`src/rtl/core/ole_pkg.sv`:
```
// Shared types and codes for the ordered list engine.
// Holds the input and result word structs, operation and status codes, and default sizes.
// Depends on nothing.
package ole_pkg;

    localparam int DEPTH_DEF       = 64;
    localparam int HANDLE_BITS_DEF = 32;
    localparam int LEN_BITS        = 7;

    localparam logic [3:0] MODE_PUSH_BACK  = 4'd0;
    localparam logic [3:0] MODE_PUSH_FRONT = 4'd1;
    localparam logic [3:0] MODE_POP_BACK   = 4'd2;
    localparam logic [3:0] MODE_POP_FRONT  = 4'd3;
    localparam logic [3:0] MODE_POP_AT     = 4'd4;
    localparam logic [3:0] MODE_REMOVE     = 4'd5;
    localparam logic [3:0] MODE_PEEK       = 4'd6;
    localparam logic [3:0] MODE_SPLICE     = 4'd7;
    localparam logic [3:0] MODE_CLEAR      = 4'd8;

    localparam logic [1:0] STAT_OK       = 2'd0;
    localparam logic [1:0] STAT_RANGE    = 2'd1;
    localparam logic [1:0] STAT_FULL     = 2'd2;
    localparam logic [1:0] STAT_NOTFOUND = 2'd3;

    typedef struct packed {
        logic [3:0]          mode;
        logic [31:0]         value;
        logic [LEN_BITS-1:0] position;
        logic [LEN_BITS-1:0] run_length;
    } in_word_t;

    typedef struct packed {
        logic [31:0]         item_value;
        logic [1:0]          status;
        logic [LEN_BITS-1:0] length_after;
        logic                last;
    } out_word_t;

endpackage

```
`src/rtl/core/ole_ram.sv`:
```
// Generic single-write, single-read synchronous RAM with a registered read port.
// Read data holds while no read is issued. Depends on nothing.
module ole_ram #(
    parameter int WIDTH = 32,
    parameter int DEPTH = 64
) (
    input  logic                     aclk,
    input  logic                     we,
    input  logic [$clog2(DEPTH)-1:0] waddr,
    input  logic [WIDTH-1:0]         wdata,
    input  logic                     re,
    input  logic [$clog2(DEPTH)-1:0] raddr,
    output logic [WIDTH-1:0]         rdata
);

    logic [WIDTH-1:0] mem_reg [DEPTH];
    logic [WIDTH-1:0] rdata_reg;

    always_ff @(posedge aclk) begin
        if (we) begin
            mem_reg[waddr] <= wdata;
        end
        if (re) begin
            rdata_reg <= mem_reg[raddr];
        end
    end

    assign rdata = rdata_reg;

endmodule

```
`src/rtl/core/ordered_list_engine.sv`:
```
// Top level of the ordered list engine: sequencer, list pointers and output register.
// Depends on ole_pkg and ole_ram.
//
// The engine keeps up to DEPTH handles in a ring held in one RAM and takes one word at a
// time. A push, clear or rejected operation goes from idle straight to the output state;
// a pop or peek first reads the RAM. A pop at a position or a removal by value closes the
// gap by moving each later entry one place, one entry per cycle through the single read
// port of the RAM, after its result word is sent; a removal by value first scans from
// the front at one entry per cycle. A splice reads and sends each result word in turn
// and then moves the entries behind the run. The next word is taken while the last
// result word still waits in the output register.
module ordered_list_engine #(
    parameter int DEPTH       = ole_pkg::DEPTH_DEF,
    parameter int HANDLE_BITS = ole_pkg::HANDLE_BITS_DEF
) (
    input  logic              aclk,
    input  logic              aresetn,
    input  logic              s_valid,
    output logic              s_ready,
    input  ole_pkg::in_word_t s_data,
    output logic              m_valid,
    input  logic              m_ready,
    output ole_pkg::out_word_t m_data
);

    import ole_pkg::*;

    localparam int IDX_W = $clog2(DEPTH);
    localparam int CNT_W = $clog2(DEPTH + 1);

    localparam logic [2:0] S_IDLE = 3'd0;
    localparam logic [2:0] S_RD   = 3'd1;
    localparam logic [2:0] S_OUT  = 3'd2;
    localparam logic [2:0] S_SCAN = 3'd3;
    localparam logic [2:0] S_MOVE = 3'd4;

    logic [2:0]             state_reg, state_next;
    logic [CNT_W-1:0]       occ_reg, occ_next;
    logic [IDX_W-1:0]       front_reg, front_next;
    logic [3:0]             op_reg, op_next;
    logic [HANDLE_BITS-1:0] val_reg, val_next;
    logic [CNT_W-1:0]       start_reg, start_next;
    logic [CNT_W-1:0]       gap_reg, gap_next;
    logic [CNT_W-1:0]       j_reg, j_next;
    logic                   move_reg, move_next;
    logic                   use_rd_reg, use_rd_next;
    logic [31:0]            item_reg, item_next;
    logic [1:0]             status_reg, status_next;
    logic [CNT_W-1:0]       rd_idx_reg, rd_idx_next;
    logic                   pend_reg, pend_next;
    logic [CNT_W-1:0]       wr_idx_reg, wr_idx_next;
    logic                   m_valid_reg, m_valid_next;
    out_word_t              m_data_reg, m_data_next;

    logic                   ram_we, ram_re;
    logic [IDX_W-1:0]       ram_waddr, ram_raddr;
    logic [HANDLE_BITS-1:0] ram_wdata, ram_rdata;

    logic                   out_free, last_word;
    logic [63:0]            in_val64;
    logic [HANDLE_BITS-1:0] in_val;
    logic [7:0]             pos8, run8, occ8, avail8, cnt8;
    logic [IDX_W-1:0]       front_dec, front_inc;

    function automatic logic [IDX_W-1:0] phys(input logic [IDX_W-1:0] front,
                                              input logic [CNT_W-1:0] idx);
        logic [CNT_W:0] sum;
        sum = (CNT_W+1)'(front) + (CNT_W+1)'(idx);
        if (sum >= (CNT_W+1)'(DEPTH)) begin
            sum = sum - (CNT_W+1)'(DEPTH);
        end
        return sum[IDX_W-1:0];
    endfunction

    function automatic logic [31:0] to_item(input logic [HANDLE_BITS-1:0] h);
        logic [63:0] wide;
        wide = 64'(h);
        return wide[31:0];
    endfunction

    ole_ram #(
        .WIDTH(HANDLE_BITS),
        .DEPTH(DEPTH)
    ) u_slots (
        .aclk (aclk),
        .we   (ram_we),
        .waddr(ram_waddr),
        .wdata(ram_wdata),
        .re   (ram_re),
        .raddr(ram_raddr),
        .rdata(ram_rdata)
    );

    assign s_ready  = (state_reg == S_IDLE);
    assign m_valid  = m_valid_reg;
    assign m_data   = m_data_reg;
    assign out_free = !m_valid_reg || m_ready;

    assign in_val64  = 64'(s_data.value);
    assign in_val    = in_val64[HANDLE_BITS-1:0];
    assign pos8      = {1'b0, s_data.position};
    assign run8      = {1'b0, s_data.run_length};
    assign occ8      = 8'(occ_reg);
    assign avail8    = occ8 - pos8;
    assign cnt8      = (run8 < avail8) ? run8 : avail8;
    assign front_dec = (front_reg == '0) ? IDX_W'(DEPTH - 1) : front_reg - 1'b1;
    assign front_inc = (front_reg == IDX_W'(DEPTH - 1)) ? '0 : front_reg + 1'b1;
    assign last_word = !((op_reg == MODE_SPLICE) && use_rd_reg &&
                         (j_reg + 1'b1 != gap_reg));

    always_comb begin
        state_next   = state_reg;
        occ_next     = occ_reg;
        front_next   = front_reg;
        op_next      = op_reg;
        val_next     = val_reg;
        start_next   = start_reg;
        gap_next     = gap_reg;
        j_next       = j_reg;
        move_next    = move_reg;
        use_rd_next  = use_rd_reg;
        item_next    = item_reg;
        status_next  = status_reg;
        rd_idx_next  = rd_idx_reg;
        pend_next    = pend_reg;
        wr_idx_next  = wr_idx_reg;
        m_valid_next = m_valid_reg;
        m_data_next  = m_data_reg;
        ram_we       = 1'b0;
        ram_waddr    = '0;
        ram_wdata    = '0;
        ram_re       = 1'b0;
        ram_raddr    = '0;

        if (m_valid_reg && m_ready) begin
            m_valid_next = 1'b0;
        end

        case (state_reg)
            S_IDLE: begin
                if (s_valid) begin
                    op_next     = s_data.mode;
                    val_next    = in_val;
                    gap_next    = '0;
                    j_next      = '0;
                    move_next   = 1'b0;
                    use_rd_next = 1'b0;
                    item_next   = '0;
                    status_next = STAT_OK;
                    state_next  = S_OUT;
                    case (s_data.mode)
                        MODE_PUSH_BACK: begin
                            if (occ_reg == CNT_W'(DEPTH)) begin
                                status_next = STAT_FULL;
                            end else begin
                                ram_we    = 1'b1;
                                ram_waddr = phys(front_reg, occ_reg);
                                ram_wdata = in_val;
                                occ_next  = occ_reg + 1'b1;
                            end
                        end
                        MODE_PUSH_FRONT: begin
                            if (occ_reg == CNT_W'(DEPTH)) begin
                                status_next = STAT_FULL;
                            end else begin
                                ram_we     = 1'b1;
                                ram_waddr  = front_dec;
                                ram_wdata  = in_val;
                                front_next = front_dec;
                                occ_next   = occ_reg + 1'b1;
                            end
                        end
                        MODE_POP_BACK, MODE_POP_FRONT: begin
                            if (occ_reg == '0) begin
                                status_next = STAT_RANGE;
                            end else begin
                                start_next  = (s_data.mode == MODE_POP_BACK) ?
                                              occ_reg - 1'b1 : '0;
                                gap_next    = CNT_W'(1);
                                use_rd_next = 1'b1;
                                state_next  = S_RD;
                            end
                        end
                        MODE_POP_AT, MODE_PEEK: begin
                            if (pos8 >= occ8) begin
                                status_next = STAT_RANGE;
                            end else begin
                                start_next  = CNT_W'(s_data.position);
                                use_rd_next = 1'b1;
                                state_next  = S_RD;
                                if (s_data.mode == MODE_POP_AT) begin
                                    gap_next  = CNT_W'(1);
                                    move_next = 1'b1;
                                end
                            end
                        end
                        MODE_REMOVE: begin
                            status_next = STAT_NOTFOUND;
                            rd_idx_next = '0;
                            pend_next   = 1'b0;
                            state_next  = S_SCAN;
                        end
                        MODE_SPLICE: begin
                            if ((run8 == '0) || (pos8 >= occ8)) begin
                                status_next = STAT_RANGE;
                            end else begin
                                start_next  = CNT_W'(s_data.position);
                                gap_next    = CNT_W'(cnt8);
                                move_next   = 1'b1;
                                use_rd_next = 1'b1;
                                state_next  = S_RD;
                            end
                        end
                        MODE_CLEAR: begin
                            occ_next   = '0;
                            front_next = '0;
                        end
                        default: begin
                            status_next = STAT_RANGE;
                        end
                    endcase
                end
            end
            S_RD: begin
                ram_re     = 1'b1;
                ram_raddr  = phys(front_reg, CNT_W'(start_reg + j_reg));
                state_next = S_OUT;
            end
            S_OUT: begin
                if (out_free) begin
                    m_valid_next             = 1'b1;
                    m_data_next.item_value   = use_rd_reg ? to_item(ram_rdata) : item_reg;
                    m_data_next.status       = status_reg;
                    m_data_next.length_after = LEN_BITS'(occ_reg - gap_reg);
                    m_data_next.last         = last_word;
                    if (!last_word) begin
                        j_next     = j_reg + 1'b1;
                        state_next = S_RD;
                    end else if (move_reg) begin
                        rd_idx_next = start_reg + gap_reg;
                        pend_next   = 1'b0;
                        state_next  = S_MOVE;
                    end else begin
                        occ_next = occ_reg - gap_reg;
                        if ((op_reg == MODE_POP_FRONT) && (gap_reg != '0)) begin
                            front_next = front_inc;
                        end
                        state_next = S_IDLE;
                    end
                end
            end
            S_SCAN: begin
                if (pend_reg && (ram_rdata == val_reg)) begin
                    item_next   = to_item(val_reg);
                    status_next = STAT_OK;
                    start_next  = wr_idx_reg;
                    gap_next    = CNT_W'(1);
                    move_next   = 1'b1;
                    state_next  = S_OUT;
                end else if (rd_idx_reg < occ_reg) begin
                    ram_re      = 1'b1;
                    ram_raddr   = phys(front_reg, rd_idx_reg);
                    pend_next   = 1'b1;
                    wr_idx_next = rd_idx_reg;
                    rd_idx_next = rd_idx_reg + 1'b1;
                end else if (pend_reg) begin
                    pend_next = 1'b0;
                end else begin
                    state_next = S_OUT;
                end
            end
            S_MOVE: begin
                if (pend_reg) begin
                    ram_we    = 1'b1;
                    ram_waddr = phys(front_reg, wr_idx_reg);
                    ram_wdata = ram_rdata;
                end
                if (rd_idx_reg < occ_reg) begin
                    ram_re      = 1'b1;
                    ram_raddr   = phys(front_reg, rd_idx_reg);
                    pend_next   = 1'b1;
                    wr_idx_next = rd_idx_reg - gap_reg;
                    rd_idx_next = rd_idx_reg + 1'b1;
                end else begin
                    pend_next = 1'b0;
                    if (!pend_reg) begin
                        occ_next   = occ_reg - gap_reg;
                        state_next = S_IDLE;
                    end
                end
            end
            default: begin
                state_next = S_IDLE;
            end
        endcase
    end

    always_ff @(posedge aclk) begin
        if (!aresetn) begin
            state_reg   <= S_IDLE;
            occ_reg     <= '0;
            front_reg   <= '0;
            m_valid_reg <= 1'b0;
            pend_reg    <= 1'b0;
        end else begin
            state_reg   <= state_next;
            occ_reg     <= occ_next;
            front_reg   <= front_next;
            m_valid_reg <= m_valid_next;
            pend_reg    <= pend_next;
        end
    end

    always_ff @(posedge aclk) begin
        op_reg     <= op_next;
        val_reg    <= val_next;
        start_reg  <= start_next;
        gap_reg    <= gap_next;
        j_reg      <= j_next;
        move_reg   <= move_next;
        use_rd_reg <= use_rd_next;
        item_reg   <= item_next;
        status_reg <= status_next;
        rd_idx_reg <= rd_idx_next;
        wr_idx_reg <= wr_idx_next;
        m_data_reg <= m_data_next;
    end

endmodule
```
`config.mk`:
```
export PLATFORM = sky130hd
export DESIGN_NAME = ordered_list_engine
export DESIGN_NICKNAME = d
export VERILOG_FILES = /design/src/rtl/core/ole_pkg.sv /design/src/rtl/core/ole_ram.sv /design/src/rtl/core/ordered_list_engine.sv
export SDC_FILE = /design/constraint.sdc
export NUM_CORES = 2
export LEC_CHECK = 0
export BUFFER_PORTS_ARGS = -buffer_cell sky130_fd_sc_hd__buf_2
export CAP_MARGIN = 5
export CORE_ASPECT_RATIO = 1.75
export CORE_MARGIN = 2
export CORE_UTILIZATION = 38
export DETAILED_ROUTE_END_ITERATION = 16
export PLACE_DENSITY_LB_ADDON = 0.15
export SLEW_MARGIN = 20
export SYNTH_ARGS = -nofsm -noshare
export SYNTH_HDL_FRONTEND = slang
export SYNTH_SLANG_ARGS = --single-unit
```
`constraint.sdc`:
```
create_clock -name aclk -period 6.1 [get_ports aclk]
set_input_delay 0.915 -clock aclk [delete_from_list [all_inputs] [get_ports aclk]]
set_output_delay 0.915 -clock aclk [all_outputs]
set_load 0.01 [all_outputs]
```
Yosys cells after proc, flatten, opt, wreduce, memory -nomap -nowiden
Memory sizes are Yosys's and may differ from the RTL's. A register that Yosys moved wholly into a read port is not among the register bits.
Index checks and enable logic that the tools add are counted.
{"block": "word_totals", "input_bits": 54, "output_inout_bits": 44, "ram_bits": 2048, "register_bits": 167, "mem_count": 1}
{"name": "u_slots.mem_reg", "words": 64, "width": 32, "read_ports": 1, "rd_clocked_by_memory_dff": 1, "wr": 1, "line": "ole_ram.sv:16", "source": "logic [WIDTH-1:0] mem_reg [DEPTH];"}
{"block": "op_classes", "eq_ne": 42, "magnitude_cmp": 7, "n_reduce_logical": 33, "n_addsub": 19, "mux": 126}
{"op": "two-way mux 32 bit", "n": 7}
{"op": "two-way mux 7 bit", "n": 30}
{"op": "one-hot mux 32 bit (2 select lines)", "n": 2}
{"op": "two-way mux 6 bit", "n": 18}
{"op": "one-hot mux 7 bit (2 select lines)", "n": 5}
{"op": "one-hot mux 7 bit (3 select lines)", "n": 3}
{"op": "one-hot mux 6 bit (2 select lines)", "n": 4}
{"op": "adder 6 x 7 -> 8 bit", "n": 4}
{"op": "== test 32 bit", "n": 1}
{"op": ">= comparator 8 x 7 -> 1 bit, second input constant", "n": 4}
{"op": "two-way mux 1 bit", "n": 30}
{"op": "subtractor 6 x 1 -> 6 bit, second input constant", "n": 5}
{"op": "one-hot mux 7 bit (4 select lines)", "n": 1}
{"op": "two-way mux 3 bit", "n": 9}
{"op": "inequality test 2 bit, second input constant", "n": 13}
{"op": "adder 7 x 1 -> 7 bit, second input constant", "n": 3}
{"op": "inequality test 3 bit, second input constant", "n": 7}
{"op": "== test 4 x 3 -> 1 bit, second input constant", "n": 5}
{"op": "one-hot mux 6 bit (3 select lines)", "n": 1}
{"op": "one-hot mux 3 bit (5 select lines)", "n": 1}
{"op": "adder 7 bit", "n": 2}
{"op": "AND reduction 7 bit", "n": 2}
{"op": "subtractor 7 bit", "n": 2}
{"op": "== test 4 x 2 -> 1 bit, second input constant", "n": 3}
{"op": "other kinds (44)", "n": 65}

Longest topological paths before layout
{"block": "logic_depth", "ltp_word": 7, "mapped_depth": 19, "mapped_depth_nobuf": 15}

Hierarchy
Synthesis repeated with hierarchy kept, for this count alone.
{"block": "hier_totals", "cells_unflattened": 4486, "hier_area_um2": 89972.5}
{"mod": "ole_ram", "seq_area_each_um2": 62459.9, "area_per_inst_um2": 79359.9, "cells_per_inst": 3511, "n_inst": 1}
{"mod": "ordered_list_engine", "seq_area_each_um2": 4834.6, "area_per_inst_um2": 10612.7, "cells_per_inst": 975, "n_inst": 1}

Least setup slack after synthesis
No wires, ideal clock.
{"block": "synth_path", "path_type": "register to register", "start": "register state_reg[2]", "end": "memory u_slots.mem_reg[63][0], enable pin", "required_ns": 5.679, "path_slack_ns": 0.915, "path_stages_with_launch": 10, "t_arrival_ns": 4.764, "setup_ns": 0.421, "path_cell_list": "dfxtp_1 -> nor3_1 -> and2_0 -> clkbuf_1 -> and3_1 -> clkbuf_1 -> a22oi_1 -> nor2_1 -> nand2_1 -> nor2_1"}
{"block": "synth_between", "elab_chain_len": 4}
{"element": "from (decl)", "line": "ordered_list_engine.sv:37", "source": "logic [2:0] state_reg, state_next;"}
{"element": "from (signal assigned)", "line": "ordered_list_engine.sv:306", "source": "state_reg <= state_next;"}
{"element": "logical NOT 3 bit *"}
{"element": "named net s_ready", "line": "ordered_list_engine.sv:19", "source": "output logic s_ready,"}
{"element": "one-hot mux 1 bit (2 select lines)", "line": "ordered_list_engine.sv:139", "source": "case (state_reg)"}
{"element": "two-way mux 1 bit", "line": "ole_ram.sv:20", "source": "if (we) begin"}
{"element": "two-way mux 1 bit (not written as such)", "line": "ole_ram.sv:21", "source": "mem_reg[waddr] <= wdata;"}
{"element": "to (decl)", "line": "ole_ram.sv:16"}
Mark *: on every way through the listed nets, which the timed path passes. The rest lies on a longest branch.

Final worst setup path
{"block": "layout_path", "start": "register state_reg[2]", "end": "register u_slots.rdata_reg[19] (netlist: u_slots.rdata[19]) (read register of u_slots.mem_reg), data pin"}
{"block": "layout_between", "elab_chain_len": 2}
{"element": "== test 3 bit, or another cell as far along", "line": "ordered_list_engine.sv:139"}
{"element": "one-hot mux 6 bit (3 select lines) / one-hot mux 1 bit (3 select lines) (equally long branches)", "line": "ordered_list_engine.sv:139"}
{"element": "to (decl)", "line": "ole_ram.sv:17", "source": "logic [WIDTH-1:0] rdata_reg;"}
Parallel ways exist; a longest one is shown, timed or not.
A chain may end at the register's enable or synchronous reset.

==> summary.txt <==
Post-layout net count - 6448
Lkg Pwr - 0.03583 uW
Post-synth EDFFs - 2229
Filler Cell Count - 21670
Initial Utilization - 38.20%
Outcome - complete, no violations
Overall routing resource usage - 24.10%
CP max stage delay - 1.01 ns
CTS-repair resized insts - 0
First-pass GRT wire length - 428300 um
Final setup viols - 0
Power Total - 36120 uW
Largest register FFs - 2048
Global routing's busiest layer - met2
Multi-input gate area - 23540 sq um
Max IR drop VDD - 0.0002543 V
Arrival @ worst endpoint - 6.38 ns
RR Startpoint - state_reg[2]
Synth area leader - edfxtp_1
Layout cells sized above 1 - 13.52%
Worst slew pin tran - 1.322 ns
Area growth syn-to-layout - 13.64%
Largest family of logic cells by synthesized area - compound AO/OA/AOI/OAI gates
Max Clk Rate - 169.1 MHz
HP Start - s_data[38]
Vias in the first global route - 56160
Unrepaired setup endpoints after global routing - no
GRT Residual Overflow - 0
Core box area - 242200 sq um
I/O pins - 98
Relative slew margins - 11.21%
Routability Congestion - 0.8409
Initial antenna violation count - 17
Post-CTS Hold Fix Bufs - 0
Warnings from Yosys - 0
Post-synth top area share - 72.33%
Initial DRC count - 5054
Largest net degree at the start of global routing - 116
Htree depth - 4
TritonCTS buffer count - 203
Longest Clk Path Bufs - 4
Netlist Area Pre-Place - 92540 sq um
Synth Area in XOR/XNOR - 1.037%
Final Hold Fails - 0
Post-Synth Simple-Gate Area - 6.017%
Hpwl dp - 189100 um
Final instance area - 105200 sq um
Synth Area in Compound Gates - 9.816%
Sequential area share after synthesis - 72.72%
Remaining DRCs - 0
Mux contribution to synthesized area - 6.651%
Worst hold path class - in2reg
Cell row count - 239
Met2 usage - 44.08%
Main flop type after synthesis - edfxtp_1
Top-count cell post-synth - edfxtp_1
CTS tree - built
Synth area leaders - edfxtp_1 (72%), mux2i_1 (6.0%), nand2_1 (2.6%)
Synthesized net count - 6224
Cells along the critical path - or3b_1, nand2_1, o211ai_1, o21ai_1, a21boi_4, buf_4, buf_12, nor2_1, buf_4, nand3_1, a311oi_1, a22o_1, nor3_1
Met1 Use GR - 28.51%
Slowest cell on the critical path - nor3_1
Post-synth cell types - 71
Most used cell, CP - buf_4
TritonRoute pass-1 iters - 8
Final WL - 304200 um
IO buf count - 97
CP Max Fanout - 60
Setup TNS - 0 ns
Antenna Violating Nets Remaining - 0
Cells after synthesis - 6092
Final Critical Period - 5.913 ns
Setup CP Type - reg2reg
Async set-reset flop share out of synthesis - 0%
Clock slew seen by the registers of the worst setup and hold paths - 0.07 ns
Reg area - 67290 sq um
Area of placed instances - 99080 sq um
Commonest cells in the netlist - edfxtp_1 (2229), nand2_1 (652), mux2i_1 (553)
Crit share post-route - 96.93%
Critical path startpoint category - flop
Post-Synth Adder-Cell Area - 1.128%
Via density - 5.835
Max-cap viol count - 0
DIE AREA - 247600 sq um
Post-synthesis average cell area - 15.19 sq um
CP Capture Type - flop
Worst Setup SP - state_reg[2]
Met3 usage - 2.611%
Clock latency on the worst-skew pair - 0.89 ns
Drt wl/cell - 31.66 um
Root buf cell - clkbuf_16
Worst Path Required - 6.57 ns
Clock skew - 0.03921 ns
Via count - 56060
Clock sinks - 2247
Max-slew violations - 0
Die Y - 656.8 um
Yosys reg bits - 2247
Postcts setup bufs - 0
Chip Width - 377.0 um
Power Dens Cells - 343.5 nW/um^2
where the power goes:
part	switching [uW]	internal, uW	leakage [uW]
Sequential	350	17400	0.0193
Combinational	4070	2100	0.0136
Clock	5700	6480	0.00296
metal layers:
layer / routed length [um] / share of wire, %
met5: 11 / 0.0036
met4: 13700 / 4.5
met3: 14420 / 4.7
met2: 160400 / 53
met1: 115700 / 38
cells by family after synthesis:
| family | after synthesis |
|---|---|
| adders and majority gates | 78 |
| buffers and inverters | 570 |
| DFF | 2247 |
| xor gates and xnor gates | 108 |
| AOI/OAI and AO/OA | 1234 |
| muxes | 608 |
| and+or+nand+nor | 1247 |
metrics by stage:
stage,utilization (%),worst slack [ns],hold WS (ns),instances
2_1_floorplan,-,0.9145,0.4003,6092
4_1_cts,43.39,0.2196,0.2255,9599
6_report,43.42,0.1873,0.2639,9608
3_5_place_dp,40.90,0.2856,0.4045,9244
3_3_place_gp,40.90,0.1177,0.4024,9244
5_1_grt,43.41,0.2034,0.2380,9604
cell type report:
| class | instances | area share, % |
|---|---|---|
| Tap cell | 3133 | 3.728 |
| Antenna cell | 9 | 0.02142 |
| Clock buffer | 248 | 5.041 |
| Inverter | 159 | 0.5675 |
| Clock inverter | 107 | 0.6817 |
| Multi-Input combinational cell | 3275 | 22.38 |
| Timing Repair Buffer | 430 | 3.588 |
| Sequential cell | 2247 | 63.99 |
worst paths after layout:
check | to | slack, ns | depth (start not counted)
max | u_slots.rdata[19] | 0.19 | 13
min | val_reg[24] | 0.26 | 1
max reg2reg | u_slots.rdata[19] | 0.19 | 13
min reg2reg | m_data[9] | 0.42 | 0
placed cells by master, fill, tap and decap left out, types with 21 or more instances in the layout:
cell,instances
a22o_2,26
nor3_1,21
o22ai_1,32
clkbuf_16,205
a21o_1,26
nand2_1,651
nor2b_1,23
o2111ai_1,141
mux2i_1,553
buf_2,97
o32a_1,22
o211ai_1,117
buf_12,63
nand4_1,34
ha_1,69
a31oi_1,61
and2_1,39
nor2_1,81
o2111a_1,23
a221o_1,25
inv_1,159
nor2_4,67
a32oi_1,57
buf_4,270
xor2_1,26
o21ai_0,107
clkbuf_1,42
and3_1,73
a221oi_1,133
nand3_1,208
clkinv_2,39
edfxtp_1,2229
xnor2_1,81
mux2_2,55
a21oi_1,204
a22oi_1,177
clkinv_1,54
critical path: cells and delay by family, from the launching register on:
| family | cells | cell delay (ns) |
|---|---|---|
| simple gates | 5 | 2.42 |
| compound gates | 5 | 1.54 |
| buf+inv | 3 | 0.78 |
| flops | 1 | 0.63 |
(Power assumes the default switching activity.)
